### src/sv/rcc_pkg.sv
// Package for the calendar clock: time word type, opcodes, calendar tables
// and the small date helpers shared by the update and conversion stages.
// No dependencies.
`default_nettype none

package rcc_pkg;

  typedef struct packed {
    logic [11:0] year;
    logic [3:0]  month;
    logic [4:0]  day;
    logic [4:0]  hour;
    logic [5:0]  minute;
    logic [5:0]  second;
  } time_t;

  localparam logic OP_TICK = 1'b0;
  localparam logic OP_SET  = 1'b1;

  localparam logic [11:0] RST_YEAR  = 12'd2017;
  localparam logic [3:0]  RST_MONTH = 4'd12;
  localparam logic [4:0]  RST_DAY   = 5'd1;

  localparam int FLAG_SEC   = 0;
  localparam int FLAG_10S   = 1;
  localparam int FLAG_MIN   = 2;
  localparam int FLAG_5MIN  = 3;
  localparam int FLAG_10MIN = 4;
  localparam int FLAG_HOUR  = 5;
  localparam int FLAG_2H    = 6;
  localparam int FLAG_DAY   = 7;

  localparam logic [31:0] SEC_PER_DAY  = 32'd86400;
  localparam logic [31:0] SEC_PER_HOUR = 32'd3600;
  localparam logic [31:0] SEC_PER_MIN  = 32'd60;

  // 64*k mod 100 and 64*k mod 400 for k = 0..24 (period 25 since 1600 = 4*400)
  localparam logic [6:0] MOD100_TAB [25] = '{
    7'd0,  7'd64, 7'd28, 7'd92, 7'd56, 7'd20, 7'd84, 7'd48, 7'd12, 7'd76,
    7'd40, 7'd4,  7'd68, 7'd32, 7'd96, 7'd60, 7'd24, 7'd88, 7'd52, 7'd16,
    7'd80, 7'd44, 7'd8,  7'd72, 7'd36};
  localparam logic [8:0] MOD400_TAB [25] = '{
    9'd0,   9'd64,  9'd128, 9'd192, 9'd256, 9'd320, 9'd384, 9'd48,  9'd112,
    9'd176, 9'd240, 9'd304, 9'd368, 9'd32,  9'd96,  9'd160, 9'd224, 9'd288,
    9'd352, 9'd16,  9'd80,  9'd144, 9'd208, 9'd272, 9'd336};

  function automatic logic [4:0] fold25(input logic [5:0] hi);
    logic [5:0] r;
    r = hi;
    if (r >= 6'd50) begin
      r = r - 6'd50;
    end else if (r >= 6'd25) begin
      r = r - 6'd25;
    end
    return r[4:0];
  endfunction

  function automatic logic [6:0] year_mod100(input logic [11:0] y);
    logic [7:0] s;
    s = {1'b0, MOD100_TAB[fold25(y[11:6])]} + {2'b00, y[5:0]};
    if (s >= 8'd100) begin
      s = s - 8'd100;
    end
    return s[6:0];
  endfunction

  function automatic logic [8:0] year_mod400(input logic [11:0] y);
    logic [9:0] s;
    s = {1'b0, MOD400_TAB[fold25(y[11:6])]} + {4'b0000, y[5:0]};
    if (s >= 10'd400) begin
      s = s - 10'd400;
    end
    return s[8:0];
  endfunction

  function automatic logic gregorian_leap(input logic [11:0] y);
    return (y[1:0] == 2'b00) && ((year_mod100(y) != 7'd0) || (year_mod400(y) == 9'd0));
  endfunction

  function automatic logic [4:0] month_len(input logic [3:0] m, input logic leap);
    logic [4:0] len;
    unique case (m)
      4'd2:                      len = leap ? 5'd29 : 5'd28;
      4'd4, 4'd6, 4'd9, 4'd11:   len = 5'd30;
      default:                   len = 5'd31;
    endcase
    return len;
  endfunction

  function automatic logic [8:0] days_before_month(input logic [3:0] m, input logic leap);
    logic [8:0] d;
    unique case (m)
      4'd0, 4'd1: d = 9'd0;
      4'd2:       d = 9'd31;
      4'd3:       d = 9'd59;
      4'd4:       d = 9'd90;
      4'd5:       d = 9'd120;
      4'd6:       d = 9'd151;
      4'd7:       d = 9'd181;
      4'd8:       d = 9'd212;
      4'd9:       d = 9'd243;
      4'd10:      d = 9'd273;
      4'd11:      d = 9'd304;
      4'd12:      d = 9'd334;
      default:    d = 9'd365;
    endcase
    if (leap && (m > 4'd2)) begin
      d = d + 9'd1;
    end
    return d;
  endfunction

  function automatic logic [15:0] days_before_year(input logic [6:0] y);
    logic [6:0] ym1;
    ym1 = y - 7'd1;
    if (y == 7'd0) begin
      return 16'd0;
    end
    return 16'(16'd365 * {9'd0, y}) + {11'd0, ym1[6:2]} + 16'd1;
  endfunction

  function automatic logic mult_of5(input logic [5:0] v);
    logic hit;
    hit = 1'b0;
    for (int i = 0; i < 13; i++) begin
      if (v == 6'(5 * i)) begin
        hit = 1'b1;
      end
    end
    return hit;
  endfunction

  function automatic logic mult_of10(input logic [5:0] v);
    return mult_of5(v) && !v[0];
  endfunction

endpackage

`default_nettype wire

### src/sv/rcc_update.sv
// Calendar state registers with the tick carry chain and the set load.
// Produces the time after the word and the change flags. Uses rcc_pkg.
`default_nettype none

module rcc_update (
  input  wire logic          clk,
  input  wire logic          rst_n,
  input  wire logic          adv,
  input  wire logic          opcode,
  input  wire rcc_pkg::time_t set_time,
  output rcc_pkg::time_t     new_time,
  output logic [7:0]         flags
);
  import rcc_pkg::*;

  time_t      cur_r;
  time_t      tick_time;
  logic [6:0] s1;
  logic [6:0] mi1;
  logic [5:0] h1;
  logic [5:0] d1;
  logic [4:0] m1;
  logic [4:0] len;

  always_comb begin
    tick_time = cur_r;
    s1  = {1'b0, cur_r.second} + 7'd1;
    mi1 = {1'b0, cur_r.minute} + 7'd1;
    h1  = {1'b0, cur_r.hour} + 6'd1;
    d1  = {1'b0, cur_r.day} + 6'd1;
    m1  = {1'b0, cur_r.month} + 5'd1;
    len = month_len(cur_r.month, gregorian_leap(cur_r.year));
    if (s1 < 7'd60) begin
      tick_time.second = s1[5:0];
    end else begin
      tick_time.second = 6'(s1 - 7'd60);
      if (mi1 < 7'd60) begin
        tick_time.minute = mi1[5:0];
      end else begin
        tick_time.minute = 6'(mi1 - 7'd60);
        if (h1 < 6'd24) begin
          tick_time.hour = h1[4:0];
        end else begin
          tick_time.hour = 5'(h1 - 6'd24);
          if (d1 <= {1'b0, len}) begin
            tick_time.day = d1[4:0];
          end else begin
            tick_time.day = 5'(d1 - {1'b0, len});
            if (m1 > 5'd12) begin
              tick_time.month = 4'(m1 - 5'd12);
              tick_time.year  = cur_r.year + 12'd1;
            end else begin
              tick_time.month = m1[3:0];
            end
          end
        end
      end
    end
  end

  assign new_time = (opcode == OP_SET) ? set_time : tick_time;

  always_comb begin
    flags = '0;
    if (new_time.second != cur_r.second) begin
      flags[FLAG_SEC] = 1'b1;
      flags[FLAG_10S] = mult_of10(new_time.second);
    end
    if (new_time.minute != cur_r.minute) begin
      flags[FLAG_MIN]   = 1'b1;
      flags[FLAG_5MIN]  = mult_of5(new_time.minute);
      flags[FLAG_10MIN] = mult_of10(new_time.minute);
    end
    if (new_time.hour != cur_r.hour) begin
      flags[FLAG_HOUR] = 1'b1;
      flags[FLAG_2H]   = !new_time.hour[0];
      flags[FLAG_DAY]  = (new_time.hour == 5'd0);
    end
  end

  always_ff @(posedge clk) begin
    if (!rst_n) begin
      cur_r <= '{year: RST_YEAR, month: RST_MONTH, day: RST_DAY,
                 hour: 5'd0, minute: 6'd0, second: 6'd0};
    end else if (adv) begin
      cur_r <= new_time;
    end
  end

endmodule

`default_nettype wire

### src/sv/rcc_days.sv
// Range check of a stored time and its day count since 2000-01-01,
// using year mod 100 and a leap year every fourth year. Uses rcc_pkg.
`default_nettype none

module rcc_days (
  input  wire rcc_pkg::time_t tm,
  output logic [15:0]         days,
  output logic                ok
);
  import rcc_pkg::*;

  logic [6:0] y100;
  logic       leap;

  assign y100 = year_mod100(tm.year);
  assign leap = (y100[1:0] == 2'b00);

  assign ok = (tm.month >= 4'd1) && (tm.month <= 4'd12) && (tm.day != 5'd0) &&
              (tm.day <= month_len(tm.month, leap)) && (tm.hour <= 5'd23) &&
              (tm.minute <= 6'd59) && (tm.second <= 6'd59);

  assign days = days_before_year(y100) + {7'd0, days_before_month(tm.month, leap)} +
                {11'd0, tm.day} - 16'd1;

endmodule

`default_nettype wire

### src/sv/rcc_secs.sv
// Scales a day count and time of day to seconds; zero for an invalid time.
// Uses rcc_pkg.
`default_nettype none

module rcc_secs (
  input  wire logic [15:0]    days,
  input  wire logic           ok,
  input  wire rcc_pkg::time_t tm,
  output logic [31:0]         secs
);
  import rcc_pkg::*;

  logic [31:0] total;

  assign total = {16'd0, days} * SEC_PER_DAY + {27'd0, tm.hour} * SEC_PER_HOUR +
                 {26'd0, tm.minute} * SEC_PER_MIN + {26'd0, tm.second};
  assign secs = ok ? total : 32'd0;

endmodule

`default_nettype wire

### src/sv/rtc_calendar_counter.sv
// Calendar clock top level: input register, state update, day count and
// seconds stages, output register. Uses rcc_pkg, rcc_update, rcc_days, rcc_secs.
//
// Takes one word per cycle (tick or set) while the output is not stalled and
// returns one result word per input word, after the input, update, day count
// and output registers. The calendar state advances as a word leaves the input
// register, so words may follow each other in consecutive cycles; the day count
// and the seconds product each have a register stage of their own. A stall on
// the output backs up through the four registers, after which in_stall rises.
`default_nettype none

module rtc_calendar_counter (
  input  wire logic        clk,
  input  wire logic        rst_n,
  input  wire logic        in_valid,
  output logic             in_stall,
  input  wire logic        in_opcode,
  input  wire logic [11:0] in_set_year,
  input  wire logic [3:0]  in_set_month,
  input  wire logic [4:0]  in_set_day,
  input  wire logic [4:0]  in_set_hour,
  input  wire logic [5:0]  in_set_minute,
  input  wire logic [5:0]  in_set_second,
  output logic             out_valid,
  input  wire logic        out_stall,
  output logic [11:0]      out_cur_year,
  output logic [3:0]       out_cur_month,
  output logic [4:0]       out_cur_day,
  output logic [4:0]       out_cur_hour,
  output logic [5:0]       out_cur_minute,
  output logic [5:0]       out_cur_second,
  output logic [31:0]      out_seconds_since_2000,
  output logic             out_time_valid,
  output logic [7:0]       out_event_flags
);
  import rcc_pkg::*;

  logic        i_valid_r;
  logic        i_op_r;
  time_t       i_set_r;
  logic        m_valid_r;
  time_t       m_time_r;
  logic [7:0]  m_flags_r;
  logic        c_valid_r;
  time_t       c_time_r;
  logic [7:0]  c_flags_r;
  logic [15:0] c_days_r;
  logic        c_ok_r;
  logic        out_valid_r;
  time_t       o_time_r;
  logic [7:0]  o_flags_r;
  logic [31:0] o_secs_r;
  logic        o_ok_r;

  logic        o_free;
  logic        c_free;
  logic        m_free;
  logic        i_free;
  logic        adv;
  time_t       upd_time;
  logic [7:0]  upd_flags;
  logic [15:0] days;
  logic        ok;
  logic [31:0] secs;

  assign o_free   = !out_valid_r || !out_stall;
  assign c_free   = !c_valid_r || o_free;
  assign m_free   = !m_valid_r || c_free;
  assign i_free   = !i_valid_r || m_free;
  assign in_stall = !i_free;
  assign adv      = i_valid_r && m_free;

  rcc_update u_update (
    .clk      (clk),
    .rst_n    (rst_n),
    .adv      (adv),
    .opcode   (i_op_r),
    .set_time (i_set_r),
    .new_time (upd_time),
    .flags    (upd_flags)
  );

  rcc_days u_days (
    .tm   (m_time_r),
    .days (days),
    .ok   (ok)
  );

  rcc_secs u_secs (
    .days (c_days_r),
    .ok   (c_ok_r),
    .tm   (c_time_r),
    .secs (secs)
  );

  always_ff @(posedge clk) begin
    if (!rst_n) begin
      i_valid_r   <= 1'b0;
      m_valid_r   <= 1'b0;
      c_valid_r   <= 1'b0;
      out_valid_r <= 1'b0;
    end else begin
      if (i_free) begin
        i_valid_r <= in_valid;
      end
      if (m_free) begin
        m_valid_r <= i_valid_r;
      end
      if (c_free) begin
        c_valid_r <= m_valid_r;
      end
      if (o_free) begin
        out_valid_r <= c_valid_r;
      end
    end
  end

  always_ff @(posedge clk) begin
    if (in_valid && i_free) begin
      i_op_r  <= in_opcode;
      i_set_r <= '{year: in_set_year, month: in_set_month, day: in_set_day,
                   hour: in_set_hour, minute: in_set_minute, second: in_set_second};
    end
    if (adv) begin
      m_time_r  <= upd_time;
      m_flags_r <= upd_flags;
    end
    if (m_valid_r && c_free) begin
      c_time_r  <= m_time_r;
      c_flags_r <= m_flags_r;
      c_days_r  <= days;
      c_ok_r    <= ok;
    end
    if (c_valid_r && o_free) begin
      o_time_r  <= c_time_r;
      o_flags_r <= c_flags_r;
      o_secs_r  <= secs;
      o_ok_r    <= c_ok_r;
    end
  end

  assign out_valid              = out_valid_r;
  assign out_cur_year           = o_time_r.year;
  assign out_cur_month          = o_time_r.month;
  assign out_cur_day            = o_time_r.day;
  assign out_cur_hour           = o_time_r.hour;
  assign out_cur_minute         = o_time_r.minute;
  assign out_cur_second         = o_time_r.second;
  assign out_seconds_since_2000 = o_secs_r;
  assign out_time_valid         = o_ok_r;
  assign out_event_flags        = o_flags_r;

  a_invalid_zero: assert property (@(posedge clk) disable iff (!rst_n)
    out_valid_r && !o_ok_r |-> o_secs_r == 32'd0)
    else $error("seconds count nonzero for invalid time");

  a_valid_range: assert property (@(posedge clk) disable iff (!rst_n)
    out_valid_r && o_ok_r |-> o_time_r.month >= 4'd1 && o_time_r.month <= 4'd12 &&
      o_time_r.day != 5'd0 && o_time_r.hour <= 5'd23 && o_time_r.minute <= 6'd59 &&
      o_time_r.second <= 6'd59)
    else $error("time flagged valid while out of range");

  a_flag_nesting: assert property (@(posedge clk) disable iff (!rst_n)
    out_valid_r |-> (!o_flags_r[FLAG_10S] || o_flags_r[FLAG_SEC]) &&
      (!o_flags_r[FLAG_5MIN] || o_flags_r[FLAG_MIN]) &&
      (!o_flags_r[FLAG_DAY] || o_flags_r[FLAG_2H]) &&
      (!o_flags_r[FLAG_2H] || o_flags_r[FLAG_HOUR]))
    else $error("event flags inconsistent");

  a_tick_moves_second: assert property (@(posedge clk) disable iff (!rst_n)
    adv && i_op_r == OP_TICK |=> m_valid_r && m_flags_r[FLAG_SEC])
    else $error("tick did not change the second");

endmodule

`default_nettype wire

### config.mk
export PLATFORM = sky130hd
export DESIGN_NAME = rtc_calendar_counter
export DESIGN_NICKNAME = d
export VERILOG_FILES = /design/src/sv/rcc_pkg.sv /design/src/sv/rcc_update.sv /design/src/sv/rcc_days.sv /design/src/sv/rcc_secs.sv /design/src/sv/rtc_calendar_counter.sv
export SDC_FILE = /design/constraint.sdc
export NUM_CORES = 1
export LEC_CHECK = 0
export ABC_CLOCK_PERIOD_IN_PS = 32400
export BUFFER_PORTS_ARGS = -buffer_cell sky130_fd_sc_hd__buf_4
export CORE_UTILIZATION = 50
export CTS_CLUSTER_SIZE = 20
export DETAILED_ROUTE_END_ITERATION = 10
export PLACE_DENSITY = 0.67
export SLEW_MARGIN = 20
export SYNTH_ARGS = -nofsm -noshare
export SYNTH_HDL_FRONTEND = slang
export SYNTH_SLANG_ARGS = --single-unit
### constraint.sdc
create_clock -name clk -period 32.4 [get_ports clk]
set_input_delay 1.62 -clock clk [delete_from_list [all_inputs] [get_ports clk]]
set_output_delay 1.62 -clock clk [all_outputs]
set_load 0.01 [all_outputs]
==> summary.md, run 1 <==
| Metric | Value |
|---|---|
| Hold Path Depth | 0 |
| IO Count | 124 |
| RSZ-0062 raised after global routing | no |
| R2R Path End | c_days_r[15] |
| Slack of the critical path | between 20 and 25 ns |
| Drt via density | ~5.5 |
| Cts bufs inserted | 34 |
| Starting DRC count in detailed routing | 874 |
| YS warnings | 0 |
| Synthesized Nets | roughly 2600 |
| Port Buffers | about 120 |
| CP startpoint kind | flop |
| Asr flop ratio synth | 0 |
| CP Max Fanout | 8 |
| Clock skew | about 0.018 ns |
| Layout cells sized above 1 | 0.109 |
| Most frequent cells in the layout | 287 x inv_1, 282 x ha_1, 227 x edfxtp_1, 156 x nand2_1, 136 x nor2_1 |
| Post-synth EDFFs | 227 |
| Worst-Margin Slew | between 1 and 1.5 ns |
| DRC viols | 0 |
| Synth area leaders | edfxtp_1 32%, ha_1 16%, fa_1 7.3% |
| Core ar. | between 40000 and 50000 um^2 |
| Maximum clock frequency | about 0.087 GHz |
| H-tree levels | 2 |
| Die Span Y | around 210 um |
| Filler cells | 3560 |
| Reg2Reg Depth | 47 |
| Final period utilization | 0.355 |
| Ys flop type | edfxtp_1 |
| Initial antenna violation count | 0 |
| Largest net degree at the start of global routing | 80 |
| Worst Hold End | out_event_flags[0] |
| Final setup violation count | 0 |
| First-pass GRT wire length | 73200 um |
| Post-Syn Area | between 20000 and 25000 um^2 |
| Pre-Repair DR Iteration Count | 7 |
| Fin nets | around 2700 |
| CTS tree | built |
| Latest clock arrival within the worst-skew pair | 0.54 ns |
| Slowest cell on the critical path | fa_1 |
| Area leader, netlist | edfxtp_1 |
| Data arrival, critical path | approximately 12 ns |
| GP Congestion | a little over 0.9 |
| Vias post-DR | 15600 |
| CP Class | reg2reg |
| Setup_tns | 0 ns |
| CTS resizes | 0 |
| Reg2Reg Launch Point | m_time_r[33] |
| Final hold violations | 0 |
| Syn_area_per_cell | between 9 and 10 um^2 |
| Hold-fix buffers, CTS | 0 |
| ANT nets after route | 0 |
| Slew Limit Fails | 0 |
| Initial Utilization | 0.510 |
| DIE WIDTH | 209 um |
| Normalized max-slew margin | 0.290 |
| P&R area growth vs syn | 12.5% |
| Commonest non-fill, non-tap cell in the layout | inv_1 |
| Status | finished, final reports clean |
| Post-DP HPWL | 33900 um |
| # diodes | 0 |
| Drt total wl | 44600 um |
| Clk pin slew, worst setup/hold paths | 0.06 ns |
| Hold Crit Class | reg2reg |
| CTS max path bufs | 3 |
| Most frequent CP cell | ha_1 |
| TritonCTS Sinks | between 200 and 300 |
| Total grt overflow | 0 |
| Synth top area share | 0.317 |
| Mapped Cells | 2160 |
| #FFs+latches synth | between 200 and 300 |
| WL/cell | ~16 um |
| Worst Path Required | roughly 33 ns |
| Yosys cell types | 86 |
| R2r setup slk | 20.91 ns |
| Register area share after synthesis | 0.365 |
| Die ar. | 43800 um^2 |
| Max cap viols | 0 |
| CTS Root Cell | clkbuf_16 |
| Crit path time final | about 11 ns |
| Vias in the first global route | approximately 15000 |
| Row cnt | 75 |
| Hold_sp | c_flags_r[0] |
| Global Route Usage Sum | 0.204 |
| Pre-CTS WS | between 20 and 25 ns |
| Largest stage delay, worst path | around 0.55 ns |
| Final Util | 0.574 |
| CP endpoint kind | flop |
| Post-CTS Setup Inserts | 0 |
-- how the worst max path moves through the flow --
stage | startpoint | endpoint
floorplan | m_time_r[33] | c_days_r[15]
global placement | m_time_r[33] | c_days_r[15]
detailed placement | m_time_r[33] | c_days_r[15]
CTS | m_time_r[33] | c_days_r[15]
global route | m_time_r[33] | c_days_r[15]
finish | m_time_r[33] | c_days_r[15]
-- cell usage after synthesis (all sizes together), types with 6 or more instances --
library cell / instances
a211o: 6
a211oi: 17
a21boi: 18
a21o: 42
a21oi: 122
a221oi: 6
a31o: 9
a31oi: 19
and2: 25
and3: 12
buf: 6
clkbuf: 59
dfxtp: 51
edfxtp: 227
fa: 78
ha: 282
inv: 288
mux2: 10
mux2i: 27
nand2: 166
nand2b: 20
nand3: 46
nand4: 19
nor2: 136
nor2b: 22
nor3: 34
nor3b: 6
nor4: 7
o211ai: 20
o21a: 11
o21ai: 86
o21bai: 13
o22ai: 8
o31a: 7
o31ai: 13
or2: 8
or3: 8
or4: 6
xnor2: 106
xor2: 44
-- worst max-delay path: cells and delay by family (launching register included) --
kind            cells  cell delay (ns)
compound gates     12             2.71
xor+xnor            5             1.01
fa+ha+maj          13             4.59
buf+inv             3             0.27
flops               1             0.50
mux                 1             0.18
simple gates       13             1.92
-- registers in the layout, summed over array words and instances (netlist names), 4 cells and up, named ones only --
name and cells:
out_cur_minute 6, out_seconds_since_2000 32, m_time_r 38, u_update.cur_r 38, out_event_flags 8, m_flags_r 8
c_flags_r 8, i_set_r 38, out_cur_second 6, out_cur_hour 5, out_cur_year 12, out_cur_day 5
c_time_r 38, c_days_r 16, out_cur_month 4
-- kinds of logic (layout without fill, tap and decap cells) --
family | after synthesis | count (layout) | share of synthesized area
AOI/OAI and AO/OA | 444 | 444 | 0.135
xor gates and xnor gates | 150 | 150 | 0.0611
adders and majority gates | 361 | 361 | 0.237
buffers and inverters | 356 | 489 | 0.0629
DFF | 278 | 278 | 0.365
muxes | 37 | 37 | 0.0180
and+or+nand+nor | 534 | 534 | 0.121
-- cell type report --
cell class                 instances  area [um^2]  area share
multi-input combinational       1526        12300       0.511
sequential                       278         7840       0.324
inverter                         291         1090      0.0452
timing repair buffer             136         1030      0.0427
clock buffer                      40          915      0.0378
tap                              539          674      0.0279
clock inverter                    22          279      0.0115
-- stage by stage --
stage               cells  hold slack (ns)  instance area [um^2]
floorplan            2160            0.400                 21500
global placement     2769            0.402                 22900
detailed placement   2769            0.405                 22900
CTS                  2831            0.402                 24100
global route         2832            0.396                 24200
finish               2832            0.404                 24200
-- per-layer routing --
| metal | GRT usage | share of wire |
|---|---|---|
| met1 | 0.264 | 0.45 |
| met2 | 0.356 | 0.49 |
| met3 | 0.0278 | 0.040 |
| met4 | 0.0558 | 0.018 |
| met5 | 0 | 0 |
Power of run 1 is left out: the tool's default activity adds up to more than one toggle a clock period on the data nets, which glitch-free logic cannot reach.
==> run 2: changes to the inputs <==
Settings changed: ABC_AREA set to 1, ABC_CLOCK_PERIOD_IN_PS 32400 to 10100, PLACE_DENSITY 0.67 to 0.7.
Clock period 32.4 ns to 10.1 ns, I/O delays scaled along.
==> summary.md, run 2 <==
| Metric | Value |
|---|---|
| Status | finished, final reports clean |
| Mux contribution to synthesized area | 0 |
| Vias post-DR | 15800 |
| Multi-input combinational cell area | 11700 um^2 |
| Xor/xnor share of the synthesized area | 0.0450 |
| Asr flop ratio synth | 0 |
| Synth area leaders | edfxtp_1 32%, ha_1 17%, inv_1 7.7% |
| Register Area | 7840 um^2 |
| Post-DP HPWL | around 35000 um |
| Data arrival, critical path | ~10 ns |
| Max cap viols | 0 |
| WL/cell | between 10 and 15 um |
| CP endpoint kind | flop |
| Layout cells sized above 1 | 0.126 |
| Core ar. | roughly 42000 um^2 |
| Most frequent CP cell | inv_1 |
| Clock skew | between 0.015 and 0.02 ns |
| Register area share after synthesis | 0.368 |
| Fin nets | a little under 3000 |
| Initial Utilization | 0.507 |
| CP Max Fanout | 7 |
| Compound-Gate Fraction of Synth Area | 0.105 |
| CP Class | reg2reg |
| Cell with the most instances after synthesis | inv_1 |
| Port Buffers | 123 |
| ANT nets after route | 0 |
| DRC viols | 0 |
| TritonCTS Sinks | approximately 280 |
| Final period utilization | 0.942 |
| Worst hold slack | roughly 0.14 ns |
| Drt total wl | 44300 um |
| Synthesized Nets | between 2000 and 3000 |
| Vias in the first global route | between 15000 and 20000 |
| Total grt overflow | 0 |
| Cts bufs inserted | 34 |
| CP startpoint kind | flop |
| Normalized max-slew margin | 0.311 |
| Yosys cell types | 60 |
| # diodes | 0 |
| Row cnt | 75 |
| Die Span Y | between 200 and 250 um |
| Post-Synth Adder-Cell Area | 0.239 |
| Area leader, netlist | edfxtp_1 |
| Largest stage delay, worst path | 0.52 ns |
| Largest family of logic cells by synthesized area | adder cells |
| Final setup violation count | 0 |
| Mapped Cells | approximately 2400 |
| Filler cells | 3595 |
| Clk pin slew, worst setup/hold paths | around 0.06 ns |
| Latest clock arrival within the worst-skew pair | about 0.54 ns |
| P&R area growth vs syn | 13.8% |
| Die ar. | 43400 um^2 |
| H-tree levels | 2 |
| Worst Path Required | 10.40 ns |
| Commonest non-fill, non-tap cell in the layout | inv_1 |
| Post-Syn Area | ~21000 um^2 |
| Ys flop type | edfxtp_1 |
| Worst-Margin Slew | between 1 and 1.5 ns |
| Global Route Usage Sum | 0.208 |
| CTS tree | built |
| IO Count | about 120 |
| Syn_area_per_cell | about 9.0 um^2 |
| Starting DRC count in detailed routing | ~820 |
| Simple-gate share of the synthesized area | 0.153 |
| Initial antenna violation count | 0 |
| Slowest cell on the critical path | fa_1 |
| Slew Limit Fails | 0 |
| Synth top area share | 0.320 |
| GP Congestion | 0.880 |
| Crit path time final | 9.52 ns |
| CTS Root Cell | clkbuf_16 |
| Final Util | 0.577 |
| Most frequent cells in the layout | 436 x inv_1, 415 x nand2_1, 278 x ha_1, 227 x edfxtp_1, 148 x a21oi_1 |
| CTS max path bufs | 3 |
| Commonest cells in the netlist | 439 x inv_1, 416 x nand2_1, 282 x ha_1 |
| DIE WIDTH | around 210 um |
| Hold-fix buffers, CTS | 0 |
| Drt via density | about 5 |
| Maximum clock frequency | 0.105 GHz |
| First-pass GRT wire length | 74300 um |
| #FFs+latches synth | ~280 |
| Pre-Repair DR Iteration Count | 5 |
| Largest net degree at the start of global routing | 80 |
| YS warnings | 0 |
| Hold Crit Class | in2reg |
| Final hold violations | 0 |
| Post-synth EDFFs | 227 |
[run 2: cell count changes in the layout (fill, tap and decap cells not counted), moves of 23 or more]
cell     delta
xnor2_1    -75
a21oi_1    +26
and2_1     -23
nand3_1    +58
xor2_1     +30
nor2_1     -27
a21o_1     -37
nand2_1   +259
o21ai_0    +33
inv_1     +149
mux2i_1    -26
[run 2: logic make-up after synthesis]
family / after synthesis
xor gates and xnor gates: 107
adders and majority gates: 360
DFF: 278
buffers and inverters: 491
AOI/OAI and AO/OA: 388
and+or+nand+nor: 738
[run 2: area by class of cell]
type                       instances  share of cell area
clock buffer                      41              0.0375
inverter                         461              0.0717
clock inverter                    21              0.0137
sequential                       278               0.324
multi-input combinational       1593               0.482
tap                              539              0.0279
timing repair buffer             138              0.0433
[run 2: per-stage QoR]
step           instance area [um^2]  instances  setup WS, ns  TNS (ns)
2_1_floorplan                 21300       2362          1.29         0
3_3_place_gp                  22800       3001         0.750         0
3_5_place_dp                  22800       3001         0.243         0
4_1_cts                       24000       3063         0.121         0
5_1_grt                       24200       3071       -0.0823    -0.163
6_report                      24200       3071         0.584         0
[run 2: critical path, delay by kind of cell (launching register included)]
kind,cells,cell delay (ns)
buf+inv,12,0.98
fa+ha+maj,12,4.09
flops,1,0.44
xor+xnor,1,0.13
simple gates,17,1.73
compound gates,13,1.91
[run 2: path summary, 6_finish.rpt]
check / startpoint / to / slack, ns / depth (start not counted)
setup / recovery: m_time_r[32] / c_days_r[15] / 0.58 / 55
hold / removal: in_set_second[2] / i_set_r[2] / 0.14 / 1
setup reg to reg: m_time_r[32] / c_days_r[15] / 0.58 / 55
hold reg to reg: c_flags_r[1] / out_event_flags[1] / 0.41 / 0
[run 2: what timing repair did]
| action | CTS | global route |
|---|---|---|
| gates resized for setup | 0 | 28 |
| setup buffers | 0 | 7 |
| setup endpoints to repair | 0 | 7 |
[run 2: metal layers]
layer / GRT usage / share of wire
met3: 0.0245 / 0.036
met2: 0.367 / 0.50
met5: 0 / 0
met4: 0.0723 / 0.028
met1: 0.263 / 0.44
Power of run 2 is left out for the same reason.
